===== config.mk =====
export PLATFORM = sky130hd
export DESIGN_NAME = line_sensor_position_estimator_unit
export DESIGN_NICKNAME = d
export VERILOG_FILES = /design/src/sv/lspe_pkg.sv /design/src/sv/line_sensor_position_estimator_unit.sv /design/src/sv/lspe_div.sv /design/src/sv/lspe_ctrl.sv /design/src/sv/lspe_dp.sv
export SDC_FILE = /design/constraint.sdc
export NUM_CORES = 1
export LEC_CHECK = 0
export ABC_AREA = 1
export BUFFER_PORTS_ARGS = -buffer_cell sky130_fd_sc_hd__buf_2
export CORE_MARGIN = 10
export CORE_UTILIZATION = 56
export DETAILED_ROUTE_END_ITERATION = 8
export GPL_ROUTABILITY_DRIVEN = 0
export GPL_TIMING_DRIVEN = 0
export PLACE_DENSITY = 0.77
export SLEW_MARGIN = 20
export SYNTH_ARGS = -nofsm -noshare
export SYNTH_HDL_FRONTEND = slang
export SYNTH_SLANG_ARGS = --single-unit
export TNS_END_PERCENT = 20

===== constraint.sdc =====
create_clock -name clk -period 14.57 [get_ports clk]
set_clock_uncertainty 0.1 [all_clocks]
set_input_delay 1.457 -clock clk [delete_from_list [all_inputs] [get_ports clk]]
set_output_delay 1.457 -clock clk [all_outputs]
set_load 0.01 [all_outputs]

===== src/sv/lspe_pkg.sv =====
// Package for the line sensor position estimator.
// Shared types, constants and the controller/datapath command and status structs.
package lspe_pkg;

	localparam int unsigned NumSensors = 8;
	localparam int unsigned RawW = 11;
	localparam int unsigned PosW = 13;
	localparam logic [10:0] FullScale = 11'd1023;
	localparam logic [9:0] CalScale = 10'd1000;
	localparam logic signed [12:0] PosMax = 13'sd3500;
	localparam logic signed [12:0] PosMin = -13'sd3500;

	// commands
	localparam logic [1:0] CmdClear = 2'd0;
	localparam logic [1:0] CmdSample = 2'd1;
	localparam logic [1:0] CmdMeasure = 2'd2;

	// register indexes
	localparam logic [0:0] RegThreshold = 1'd0;
	localparam logic [0:0] RegColor = 1'd1;

	typedef enum logic [2:0] {
		ST_IDLE,
		ST_DIV_START,
		ST_DIV_RUN,
		ST_ACCUM,
		ST_POS_START,
		ST_POS_RUN,
		ST_FINISH,
		ST_OUT
	} lspe_state_t;

	// controller -> datapath
	typedef struct packed {
		logic load;       // capture input beat
		logic cal_clear;
		logic cal_sample;
		logic sdiv_start;   // start scaling division for current sensor
		logic accum;        // fold scaled value into sums, advance sensor
		logic pdiv_start;   // start position division
		logic finish;       // form position, update last position
	} lspe_cmd_t;

	// datapath -> controller
	typedef struct packed {
		logic div_done;
		logic last_sensor;
		logic need_pdiv;
	} lspe_sts_t;

endpackage


===== src/sv/line_sensor_position_estimator_unit.sv =====
// Top level of the line sensor position estimator.
// Joins lspe_ctrl and lspe_dp; depends on lspe_pkg.
//
// Clear and sample commands give no result. A measure command scales the
// eight sensors one after another on a shared bit-serial divider (start,
// divide, accumulate for each sensor), then divides the weighted sum once
// more (skipped when an edge sensor or no sensor sees the line) and offers
// the result beat; the next input beat can be taken in the same cycle as the
// result is offered. Only one item is in flight; the result sits in an
// output register while the next input beat is taken. Configuration writes
// are always ready.
module line_sensor_position_estimator_unit import lspe_pkg::*; (
	input  logic        clk,
	input  logic        arst_n,
	input  logic        valid_in,
	output logic        stall_in,
	input  logic [1:0]  command,
	input  logic [10:0] raw_0, raw_1, raw_2, raw_3, raw_4, raw_5, raw_6, raw_7,
	output logic        valid_out,
	input  logic        stall_out,
	output logic signed [12:0] position,
	output logic [7:0]  line_mask,
	input  logic        cfg_valid,
	output logic        cfg_ready,
	input  logic [0:0]  cfg_index,
	input  logic [9:0]  cfg_data
);
	lspe_cmd_t cmd;
	lspe_sts_t sts;
	logic [9:0] thr_q;
	logic color_q;
	logic [RawW-1:0] raw [NumSensors];

	assign raw = '{raw_0, raw_1, raw_2, raw_3, raw_4, raw_5, raw_6, raw_7};
	assign cfg_ready = 1'b1;

	// configuration registers
	always_ff @(posedge clk or negedge arst_n) begin
		if (!arst_n) begin
			thr_q <= '0;
			color_q <= 1'b0;
		end else if (cfg_valid) begin
			case (cfg_index)
				RegThreshold: thr_q <= cfg_data;
				RegColor: color_q <= cfg_data[0];
				default: ;
			endcase
		end
	end

	lspe_ctrl u_ctrl (
		.clk(clk), .arst_n(arst_n), .in_valid(valid_in), .in_command(command),
		.in_stall(stall_in), .out_valid(valid_out), .out_stall(stall_out),
		.cmd(cmd), .sts(sts)
	);

	lspe_dp u_dp (
		.clk(clk), .arst_n(arst_n), .cmd(cmd), .sts(sts), .raw(raw),
		.noise_threshold(thr_q), .line_color(color_q),
		.position(position), .line_mask(line_mask)
	);
endmodule


===== src/sv/lspe_div.sv =====
// Shared restoring divider, one quotient bit per cycle.
// Unsigned 25-bit dividend by 21-bit divisor. Depends on lspe_pkg.
module lspe_div import lspe_pkg::*; (
	input  logic        clk,
	input  logic        arst_n,
	input  logic        start,
	input  logic [24:0] dividend,
	input  logic [20:0] divisor,
	output logic [24:0] quotient,
	output logic        done
);
	logic [24:0] quo_q;
	logic [21:0] rem_q;
	logic [20:0] dsr_q;
	logic [4:0]  cnt_q;
	logic        busy_q;
	logic [21:0] trial;
	logic [21:0] shifted;

	// shift in next dividend bit and try subtract
	always_comb begin
		shifted = {rem_q[20:0], quo_q[24]};
		trial = shifted - {1'b0, dsr_q};
	end

	always_ff @(posedge clk or negedge arst_n) begin
		if (!arst_n) begin
			busy_q <= 1'b0;
			cnt_q <= '0;
		end else if (start) begin
			busy_q <= 1'b1;
			cnt_q <= 5'd0;
		end else if (busy_q) begin
			cnt_q <= cnt_q + 5'd1;
			if (cnt_q == 5'd24) busy_q <= 1'b0;
		end
	end

	always_ff @(posedge clk) begin
		if (start) begin
			quo_q <= dividend;
			rem_q <= '0;
			dsr_q <= divisor;
		end else if (busy_q) begin
			if (!trial[21]) begin
				rem_q <= trial;
				quo_q <= {quo_q[23:0], 1'b1};
			end else begin
				rem_q <= shifted;
				quo_q <= {quo_q[23:0], 1'b0};
			end
		end
	end

	assign quotient = quo_q;
	assign done = busy_q && (cnt_q == 5'd24);
endmodule


===== src/sv/lspe_ctrl.sv =====
// Controller state machine for the line sensor position estimator.
// Sequences the shared divider over sensors; depends on lspe_pkg.
module lspe_ctrl import lspe_pkg::*; (
	input  logic       clk,
	input  logic       arst_n,
	input  logic       in_valid,
	input  logic [1:0] in_command,
	output logic       in_stall,
	output logic       out_valid,
	input  logic       out_stall,
	output lspe_cmd_t  cmd,
	input  lspe_sts_t  sts
);
	lspe_state_t state_q, state_d;
	logic out_valid_q, out_valid_d;

	always_ff @(posedge clk or negedge arst_n) begin
		if (!arst_n) begin
			state_q <= ST_IDLE;
			out_valid_q <= 1'b0;
		end else begin
			state_q <= state_d;
			out_valid_q <= out_valid_d;
		end
	end

	always_comb begin
		state_d = state_q;
		out_valid_d = out_valid_q && out_stall;
		cmd = '0;
		in_stall = 1'b1;
		case (state_q)
			ST_IDLE: begin
				in_stall = 1'b0;
				if (in_valid) begin
					cmd.load = 1'b1;
					case (in_command)
						CmdClear: cmd.cal_clear = 1'b1;
						CmdSample: cmd.cal_sample = 1'b1;
						CmdMeasure: state_d = ST_DIV_START;
						default: ;
					endcase
				end
			end
			ST_DIV_START: begin
				cmd.sdiv_start = 1'b1;
				state_d = ST_DIV_RUN;
			end
			ST_DIV_RUN: if (sts.div_done) state_d = ST_ACCUM;
			ST_ACCUM: begin
				cmd.accum = 1'b1;
				state_d = sts.last_sensor ? ST_POS_START : ST_DIV_START;
			end
			ST_POS_START: begin
				if (sts.need_pdiv) begin
					cmd.pdiv_start = 1'b1;
					state_d = ST_POS_RUN;
				end else begin
					state_d = ST_FINISH;
				end
			end
			ST_POS_RUN: if (sts.div_done) state_d = ST_FINISH;
			ST_FINISH: state_d = ST_OUT;
			ST_OUT: begin
				// wait until output register is free
				if (!out_valid_q || !out_stall) begin
					cmd.finish = 1'b1;
					out_valid_d = 1'b1;
					state_d = ST_IDLE;
				end
			end
			default: state_d = ST_IDLE;
		endcase
	end

	assign out_valid = out_valid_q;
endmodule


===== src/sv/lspe_dp.sv =====
// Datapath: calibration window, scaling, threshold sums and position.
// Uses lspe_div for all divisions; depends on lspe_pkg.
module lspe_dp import lspe_pkg::*; (
	input  logic                clk,
	input  logic                arst_n,
	input  lspe_cmd_t           cmd,
	output lspe_sts_t           sts,
	input  logic [RawW-1:0]     raw [NumSensors],
	input  logic [9:0]          noise_threshold,
	input  logic                line_color,
	output logic signed [PosW-1:0] position,
	output logic [7:0]          line_mask
);
	logic [RawW-1:0] rd_q [NumSensors];
	logic [RawW-1:0] min_q [NumSensors];
	logic [RawW-1:0] max_q [NumSensors];
	logic [2:0]  sel_q;
	logic [7:0]  mask_q;
	logic [13:0] sum_q;      // up to 8*1023
	logic [24:0] wsum_q;     // up to 28*1023*1000, needs 25b
	logic signed [PosW-1:0] last_q;
	logic signed [PosW-1:0] pos_q;
	logic [7:0]  omask_q;
	logic        div_start;
	logic [24:0] div_dividend;
	logic [20:0] div_divisor;
	logic [24:0] div_quo;
	logic        div_done;
	logic        pdiv_q;

	// current sensor scaling operands
	logic [RawW-1:0] cur_rd, cur_lo, cur_hi;
	logic signed [11:0] num_diff, span;
	logic        neg_q, zero_q, ovr_neg;
	logic [11:0] abs_num, abs_span;
	logic [21:0] num_prod;
	logic [10:0] scaled, vval;
	logic        on_line;
	logic [23:0] wterm;

	always_comb begin
		cur_rd = rd_q[sel_q];
		cur_lo = min_q[sel_q];
		cur_hi = max_q[sel_q];
		num_diff = $signed({1'b0, cur_rd}) - $signed({1'b0, cur_lo});
		span = $signed({1'b0, cur_hi}) - $signed({1'b0, cur_lo});
		abs_num = num_diff[11] ? 12'(-num_diff) : 12'(num_diff);
		abs_span = span[11] ? 12'(-span) : 12'(span);
		num_prod = 22'(abs_num) * 22'(CalScale);
	end

	// sign and zero-span flags latched at division start
	always_ff @(posedge clk) begin
		if (cmd.sdiv_start) begin
			neg_q <= (num_diff[11] ^ span[11]) && (num_diff != 0);
			zero_q <= (span == 0);
		end
	end

	// quotient clamp: negative or zero span -> 0, above scale -> scale
	assign ovr_neg = neg_q;
	always_comb begin
		if (zero_q || ovr_neg) scaled = '0;
		else if (div_quo > 25'(CalScale)) scaled = 11'(CalScale);
		else scaled = div_quo[10:0];
		vval = line_color ? (FullScale - scaled) : scaled;
		on_line = vval > {1'b0, noise_threshold};
		wterm = 24'(vval) * 24'(sel_q) * 24'(CalScale);
	end

	always_comb begin
		div_start = cmd.sdiv_start || cmd.pdiv_start;
		if (cmd.pdiv_start) begin
			div_dividend = wsum_q;
			div_divisor = 21'(sum_q);
		end else begin
			div_dividend = 25'(num_prod);
			div_divisor = 21'(abs_span);
		end
	end

	lspe_div u_div (
		.clk(clk), .arst_n(arst_n), .start(div_start),
		.dividend(div_dividend), .divisor(div_divisor),
		.quotient(div_quo), .done(div_done)
	);

	// calibration window
	always_ff @(posedge clk or negedge arst_n) begin
		if (!arst_n) begin
			for (int i = 0; i < NumSensors; i++) begin
				min_q[i] <= '0;
				max_q[i] <= FullScale;
			end
		end else if (cmd.cal_clear) begin
			for (int i = 0; i < NumSensors; i++) begin
				min_q[i] <= FullScale;
				max_q[i] <= '0;
			end
		end else if (cmd.cal_sample) begin
			for (int i = 0; i < NumSensors; i++) begin
				if (raw[i] > max_q[i]) max_q[i] <= raw[i];
				if (raw[i] < min_q[i]) min_q[i] <= raw[i];
			end
		end
	end

	// input capture and per-sensor accumulation
	always_ff @(posedge clk) begin
		if (cmd.load) begin
			rd_q <= raw;
			sel_q <= '0;
			mask_q <= '0;
			sum_q <= '0;
			wsum_q <= '0;
		end else if (cmd.accum) begin
			sel_q <= sel_q + 3'd1;
			if (on_line) begin
				mask_q[sel_q] <= 1'b1;
				sum_q <= sum_q + 14'(vval);
				wsum_q <= wsum_q + 25'(wterm);
			end
		end
		if (cmd.pdiv_start) pdiv_q <= 1'b1;
		else if (cmd.load) pdiv_q <= 1'b0;
	end

	// final position and last-position memory
	always_ff @(posedge clk or negedge arst_n) begin
		if (!arst_n) begin
			last_q <= '0;
		end else if (cmd.finish) begin
			last_q <= pos_q;
		end
	end

	logic signed [PosW-1:0] pos_d;
	always_comb begin
		if (mask_q == 8'd0) pos_d = (last_q < 0) ? PosMin : PosMax;
		else if (mask_q[0]) pos_d = PosMin;
		else if (mask_q[7]) pos_d = PosMax;
		else if (pdiv_q) pos_d = $signed(PosW'(div_quo)) - PosMax;
		else pos_d = PosMin;
	end

	always_ff @(posedge clk) begin
		pos_q <= pos_d;
		if (cmd.finish) begin
			position <= pos_q;
			omask_q <= mask_q;
		end
	end

	assign line_mask = omask_q;
	assign sts.div_done = div_done;
	assign sts.last_sensor = (sel_q == 3'd7);
	assign sts.need_pdiv = (mask_q != 0) && !mask_q[0] && !mask_q[7] && (sum_q != 0);
endmodule

After elaboration in Yosys (flattened, before gate mapping)
Cells that the tools add are included.
{"block": "totals", "regBits": 452, "in_bits": 106, "wordCells": 233}
{"block": "op_classes", "multipliers": 3, "mux": 73, "add_sub_neg": 11, "n_reduce_logical": 59, "bitwise_logic": 4, "n_eq_ne": 16, "n_lt_le_gt_ge": 22}
{"op": "$mux W88", "n": 4}
{"op": "$mux W11", "n": 25}
{"op": "$bmux W11 S3", "n": 3}
{"op": "$gt A11 B11 Y1", "n": 8}
{"op": "$lt A11 B11 Y1", "n": 8}
{"op": "$mux W25", "n": 3}
{"op": "$mux W13", "n": 5}
{"op": "$reduce_and A2 Y1", "n": 19}
{"op": "$mux W12", "n": 3}
{"op": "$reduce_bool A2 Y1", "n": 18}
{"op": "$logic_not A32 Y1", "n": 1}
{"op": "$reduce_bool A32 Y1", "n": 1}
{"op": "$add A25 B24 Y25", "n": 1}
{"op": "$gt A25 B10 Y1 const B", "n": 1}
{"op": "$mux W3", "n": 8}
{"op": "$neg A12 Y12", "n": 2}
{"op": "$pmux W3 S8", "n": 1}
{"op": "$sub A11 B11 Y12", "n": 2}
{"op": "$sub A22 B21 Y22", "n": 1}
{"op": "$mul A14 B7 Y21 const B", "n": 1}
{"op": "$mux W21", "n": 1}
{"op": "$mul A12 B7 Y19 const B", "n": 1}
{"op": "$mux W1", "n": 16}
{"op": "$eq A3 B3 Y1 const B", "n": 5}
{"op": "other kinds (34)", "n": 50}

Logic depth before layout (Yosys ltp)
{"block": "depth", "word_depth": 10, "ltp_mapped": 45, "depth_no_buf": 45}

Cells and area by module
From an unflattened synthesis, not the netlist that was laid out.
{"block": "hier_totals", "hier_cells": 4165, "hier_area_um2": 33000.4}
{"mod": "lspe_dp", "seq_area_each_um2": 9083.7, "cells_per_inst": 3430, "instances": 1, "area_per_inst_um2": 27631.5}
{"mod": "lspe_div", "seq_area_each_um2": 1951.9, "cells_per_inst": 628, "instances": 1, "area_per_inst_um2": 4560.6}
{"mod": "line_sensor_position_estimator_unit", "seq_area_each_um2": 275.3, "cells_per_inst": 51, "instances": 1, "area_per_inst_um2": 460.4}
{"mod": "lspe_ctrl", "seq_area_each_um2": 100.1, "cells_per_inst": 56, "instances": 1, "area_per_inst_um2": 347.8}

Least setup slack after synthesis
Ideal clock, no wire load.
{"block": "synth_path", "path_kind": "reg-to-reg", "startpoint": "register u_dp.u_div.quo_q[2], in the netlist u_dp.u_div.quotient[2]", "endpoint": "register u_dp.wsum_q[23]", "arrival_ns": 7.737, "t_required_ns": 14.354, "stages_incl_launch_ff": 42, "setup_slack_ns": 6.616, "n_path_buf": 0, "setup_time_ns": 0.116, "path_cell_list": "edfxtp_1 inv_1 ha_1 nor3b_1 o21ai_0 nand3_1 nand2_1 inv_1 nand3_1 xor2_1 inv_1 nor2_1 fa_1 ha_1 fa_1 nand3_1 nand3_1 nand2_1 [6 not listed] inv_1 fa_1 fa_1 ha_1 ha_1 a21oi_1 o31ai_1 a21oi_1 nand2_1 xor2_1 ha_1 nand2_1 nor4_1 nand4_1 nand4_1 nand3_1 o211ai_1 inv_1"}
{"block": "synth_between", "elab_chain_cells": 8, "word_cells_on_any_way": 10}
{"item": "from (decl)", "line": "lspe_div.sv:12", "source": "logic [24:0] quo_q;"}
{"item": "from (signal assigned)", "line": "lspe_div.sv:41", "source": "quo_q <= dividend;"}
{"item": "from (signal assigned)", "line": "lspe_div.sv:47", "source": "quo_q <= {quo_q[23:0], 1'b1};"}
{"item": "from (signal assigned)", "line": "lspe_div.sv:50", "source": "quo_q <= {quo_q[23:0], 1'b0};"}
{"item": "$gt A25 B10 Y1", "line": "lspe_dp.sv:64", "source": "else if (div_quo > 25'(CalScale)) scaled = 11'(CalScale);"}
{"item": "$mux W11 *", "line": "lspe_dp.sv:64"}
{"item": "$mux W11 *", "line": "lspe_dp.sv:63", "source": "if (zero_q || ovr_neg) scaled = '0;"}
{"item": "$sub A10 B11 Y11", "line": "lspe_dp.sv:66", "source": "vval = line_color ? (FullScale - scaled) : scaled;"}
{"item": "$mux W11 *", "line": "lspe_dp.sv:66"}
{"item": "$mul A11 B3 Y14", "line": "lspe_dp.sv:68", "source": "wterm = 24'(vval) * 24'(sel_q) * 24'(CalScale);"}
{"item": "$mul A14 B7 Y21", "line": "lspe_dp.sv:68"}
{"item": "$add A25 B24 Y25", "line": "lspe_dp.sv:121", "source": "wsum_q <= wsum_q + 25'(wterm);"}
{"item": "to (signal assigned)", "line": "lspe_dp.sv:121"}
{"item": "to (decl)", "line": "lspe_dp.sv:20", "source": "logic [24:0] wsum_q;"}
Every way passes the cells marked *; elsewhere a longest branch is shown, timed or not.
A chain may end at the register's enable or synchronous reset.

Final worst setup path
{"block": "layout_path", "startpoint": "register u_dp.sel_q[0]", "endpoint": "register u_dp.u_div.quo_q[20], in the netlist u_dp.u_div.quotient[20] (data pin)"}
{"block": "layout_between", "elab_chain_cells": 10, "word_cells_on_any_way": 13}
{"item": "from (decl)", "line": "lspe_dp.sv:17", "source": "logic [2:0] sel_q;"}
{"item": "from (signal assigned)", "line": "lspe_dp.sv:117", "source": "sel_q <= sel_q + 3'd1;"}
{"item": "$not A3 Y4 (not written as such) *", "line": "lspe_dp.sv:42, lspe_dp.sv:43"}
{"item": "$bmux W11 S3, on equally long branches", "line": "lspe_dp.sv:42, lspe_dp.sv:43"}
{"item": "$mux W11, on equally long branches (2 in a row)", "line": "lspe_dp.sv:42, lspe_dp.sv:43"}
{"item": "$sub A11 B11 Y12 *", "line": "lspe_dp.sv:45", "source": "num_diff = $signed({1'b0, cur_rd}) - $signed({1'b0, cur_lo});"}
{"item": "$neg A12 Y12", "line": "lspe_dp.sv:47", "source": "abs_num = num_diff[11] ? 12'(-num_diff) : 12'(num_diff);"}
{"item": "$mux W12 *", "line": "lspe_dp.sv:47"}
{"item": "$mul A12 B7 Y19 *", "line": "lspe_dp.sv:49", "source": "num_prod = 22'(abs_num) * 22'(CalScale);"}
{"item": "$mux W25 *", "line": "lspe_dp.sv:73", "source": "if (cmd.pdiv_start) begin"}
{"item": "$mux W25 *", "line": "lspe_div.sv:40", "source": "if (start) begin"}
Every way passes the cells marked *; elsewhere a longest branch is shown, timed or not. The select of a mux whose other input is x is not followed.

==> out/metrics.csv <==
stage,metric,value,unit
setup_path,cp_top_family,adder cells,
power,p_comb_share,29.4,%
power,power_switching,1.23,mW
setup_path,rrSetupSlack,5170,ps
drt,dr.pass1.iters,7,
setup_path,critPathRequiredTime,14800,ps
floorplanning,die_x,259,µm
sta,finalSetupTns,0,ps
setup_path,start_kind,register,
global_route,gr-usage-met2,45.3,%
placed_design,dpl_worst_slack,5360,ps
floorplanning,fp.dieArea,66900,µm²
logic_synthesis,synth_cells,3969,
setup_path,path_buf_inv,7,
power,power_density,102,nW/µm²
logic_synthesis,async_flop_share,46.0,%
drt,routedWlPerCell,19.9,µm
sta,holdWs,303,ps
logic_synthesis,synthTopCellsByCount,"nand2_1 (901), inv_1 (537), ha_1 (354)",
global_route,track_usage,29.0,%
layout,syn_to_final_growth,10.5,%
setup_path,crit_arrival,9630,ps
logic_synthesis,avgSynthCellArea,8.04,µm²
sta,max_freq,106,MHz
setup_path,cp.depth,35,
clock_tree,clk_pin_slew_worst_paths,60,ps
setup_path,path_class,reg -> reg,
setup_path,cp-end-kind,register,
power,switching_share,34.2,%
logic_synthesis,synth_edf_count,150,
global_route,gr-total-overflow,0,
clock_tree,clk_path_buf_depth,3,
clock_tree,cts-root-buf,clkbuf_16,
floorplanning,die_y,259,µm
global_route,grt_pass1_vias,27400,
logic_synthesis,synth_top_area_cell,edfxtp_1,
setup_path,crit_slowest_cell,a221oi_1,
clock_tree,ctsHoldBuffers,0,
global_route,grt_max_degree,97,
drt,drc,0,
global_route,gr-usage-met3,5.36,%
logic_synthesis,synth_area_leaders,"edfxtp_1 (14%), ha_1 (14%), nand2_1 (11%), dfrtp_1 (9.3%), dfstp_2 (6.6%)",
sta,finalSetupViolCount,0,
power,vdd_ir_drop_max,0.108,mV
logic_synthesis,synth_top_area_share,14.1,%
sta,min_period,9400,ps
setup_path,cp_common_cell,nand2_1,
hold_path,whs_path_depth,0,
global_route,use_met1,35.9,%
power,intPower,2.38,mW
logic_synthesis,synth_ff_type,edfxtp_1,
placed_design,dpl.cell_count,4859,
placed_design,portBuffers,127,
logic_synthesis,syn_area,31900,µm²
clock_tree,cts_setup_buffers,0,
clock_tree,htreeDepth,2,
setup_path,r2r_cells,35,
global_route,grt.busiest_layer,met2,
placed_design,dp_hpwl,77.4,mm
layout,layout.cells.non_filler,4950,
clock_tree,clock-sinks,430,
hold_path,hold_path_class,reg -> reg,
sta,setup_ws,5170,ps
clock_tree,cts_tree,yes,
layout,num-fill-cells,4962,
power,power_leakage,16.4,nW
job,maxCapViolCount,0,
layout,diodes,0,
logic_synthesis,synthMostInstantiatedCell,nand2_1,
global_route,antenna_found_initial,3,
layout,layout.nets,4704,
layout,fin_util,62.5,%
setup_path,worst-path-max-fanout,10,
drt,vias,29000,
clock_tree,cts_buffers,49,
sta,maxSlewViolCount,0,
global_route,grt_pass1_wl,153,mm
drt,routed_wl,98.6,mm
floorplanning,pin_count,130,
floorplanning,core,56400,µm²
sta,worst_slew_pin_slew,1110,ps
logic_synthesis,ys_warn_count,0,
clock_tree,clk_latency,620,ps
setup_path,cpPeakStageDelay,780,ps
floorplanning,start_util,56.6,%
drt,vias_per_cell,5.85,
logic_synthesis,yosysSeqAreaShare,35.1,%
sta,rsz0062_at_grt,false,
clock_tree,cts_resized,0,
drt,ant_nets,0,
power,seqPwrFrac,35.9,%
logic_synthesis,yosys_register_bits,430,
power,clock_power_share,34.7,%
drt,drt_iter0_drc,3051,
sta,hold_viol_final,0,
sta,relSlewSlack,26.2,%
floorplanning,num_rows,87,
layout,drive_gt1_share,9.08,%
logic_synthesis,yosysUniqueCellTypes,57,
sta,fin_crit_sh,64.5,%
status,status,"finished, final reports clean",
[stage by stage]
step,area (µm²),total power [mW]
finish,35200,3.61
global route,35200,3.82
CTS,35200,3.60
detailed placement,33600,2.36
global placement,33500,2.33
floorplan,31900,2.10
[final cells by class]
cell class	count	area (µm²)	area share, %
clock buffer	56	1290	3.67
clock inverter	35	319	0.905
buffer	113	513	1.46
sequential	430	11200	31.8
tap	756	946	2.68
timing repair buffer	131	756	2.14
multi-input combinational	2879	18200	51.5
inverter	550	2060	5.86
[sequential cells by signal, indices dropped and copies added, names as in the netlist]
register             count
u_dp.max_q              88
u_dp.min_q              88
u_dp.rd_q               88
u_dp.u_div.quotient     25
u_dp.wsum_q             22
u_dp.u_div.rem_q        21
u_dp.sum_q              14
u_dp.u_div.dsr_q        14
u_dp.pos_q              13
u_dp.position           13
thr_q                   10
u_dp.line_mask           8
u_dp.mask_q              8
u_dp.u_div.cnt_q         5
u_ctrl.state_q           3
u_dp.sel_q               3
color_q                  1
u_ctrl.out_valid         1
u_dp.last_q              1
u_dp.neg_q               1
u_dp.pdiv_q              1
u_dp.u_div.busy_q        1
u_dp.zero_q              1
[metal layers]
layer	routed length, µm	up-vias
li1	-	13700
met5	9	-
met4	8080	2
met2	43200	1457
met3	9430	399
met1	37800	13400
[layout by cell type (no fill, tap or decap), drive strengths merged, types with 80 or more instances in the layout]
cell type / instances
nand2: 904
a21oi: 272
buf: 180
inv: 546
dfstp: 80
clkbuf: 120
nand3: 254
edfxtp: 150
dfxtp: 82
o21ai: 282
fa: 90
ha: 354
dfrtp: 118
nor2: 273
[power groups by stage]
stage	Combinational [mW]	Clock, mW	Sequential (mW)
after CTS	1.05	1.25	1.29
after floorplan	0.790	0	1.31
after detailed placement	1.04	0	1.32
after global routing	1.22	1.30	1.30
after global placement	1.02	0	1.32
final	1.06	1.25	1.29
[worst paths after layout]
kind	endpoint	start
worst max-delay path	u_dp.u_div.quotient[20]$_DFFE_PP_	u_dp.sel_q[0]$_SDFFE_PP0P_
worst min-delay path	u_dp.position[9]$_DFFE_PP_	u_dp.pos_q[9]$_DFF_P_
worst max register to register	u_dp.u_div.quotient[20]$_DFFE_PP_	u_dp.sel_q[0]$_SDFFE_PP0P_
worst min register to register	u_dp.position[9]$_DFFE_PP_	u_dp.pos_q[9]$_DFF_P_
max in group asynchronous	u_dp.max_q[12]$_DFFE_PN1P_	arst_n
min in group asynchronous	u_dp.min_q[84]$_DFFE_PN0P_	arst_n
[cells by family (layout without fill, tap and decap cells)]
| family | after synthesis | in the layout | share of synthesized area, % |
|---|---|---|---|
| AOI/OAI and AO/OA | 755 | 755 | 13.6 |
| xor gates and xnor gates | 103 | 103 | 2.83 |
| adders and majority gates | 444 | 444 | 19.5 |
| buffers and inverters | 663 | 885 | 8.06 |
| DFF | 430 | 430 | 35.1 |
| other | 2 | 5 | 0.0235 |
| and+or+nand+nor | 1572 | 1572 | 20.8 |
No activity file was read; power rests on OpenSTA's default activity.
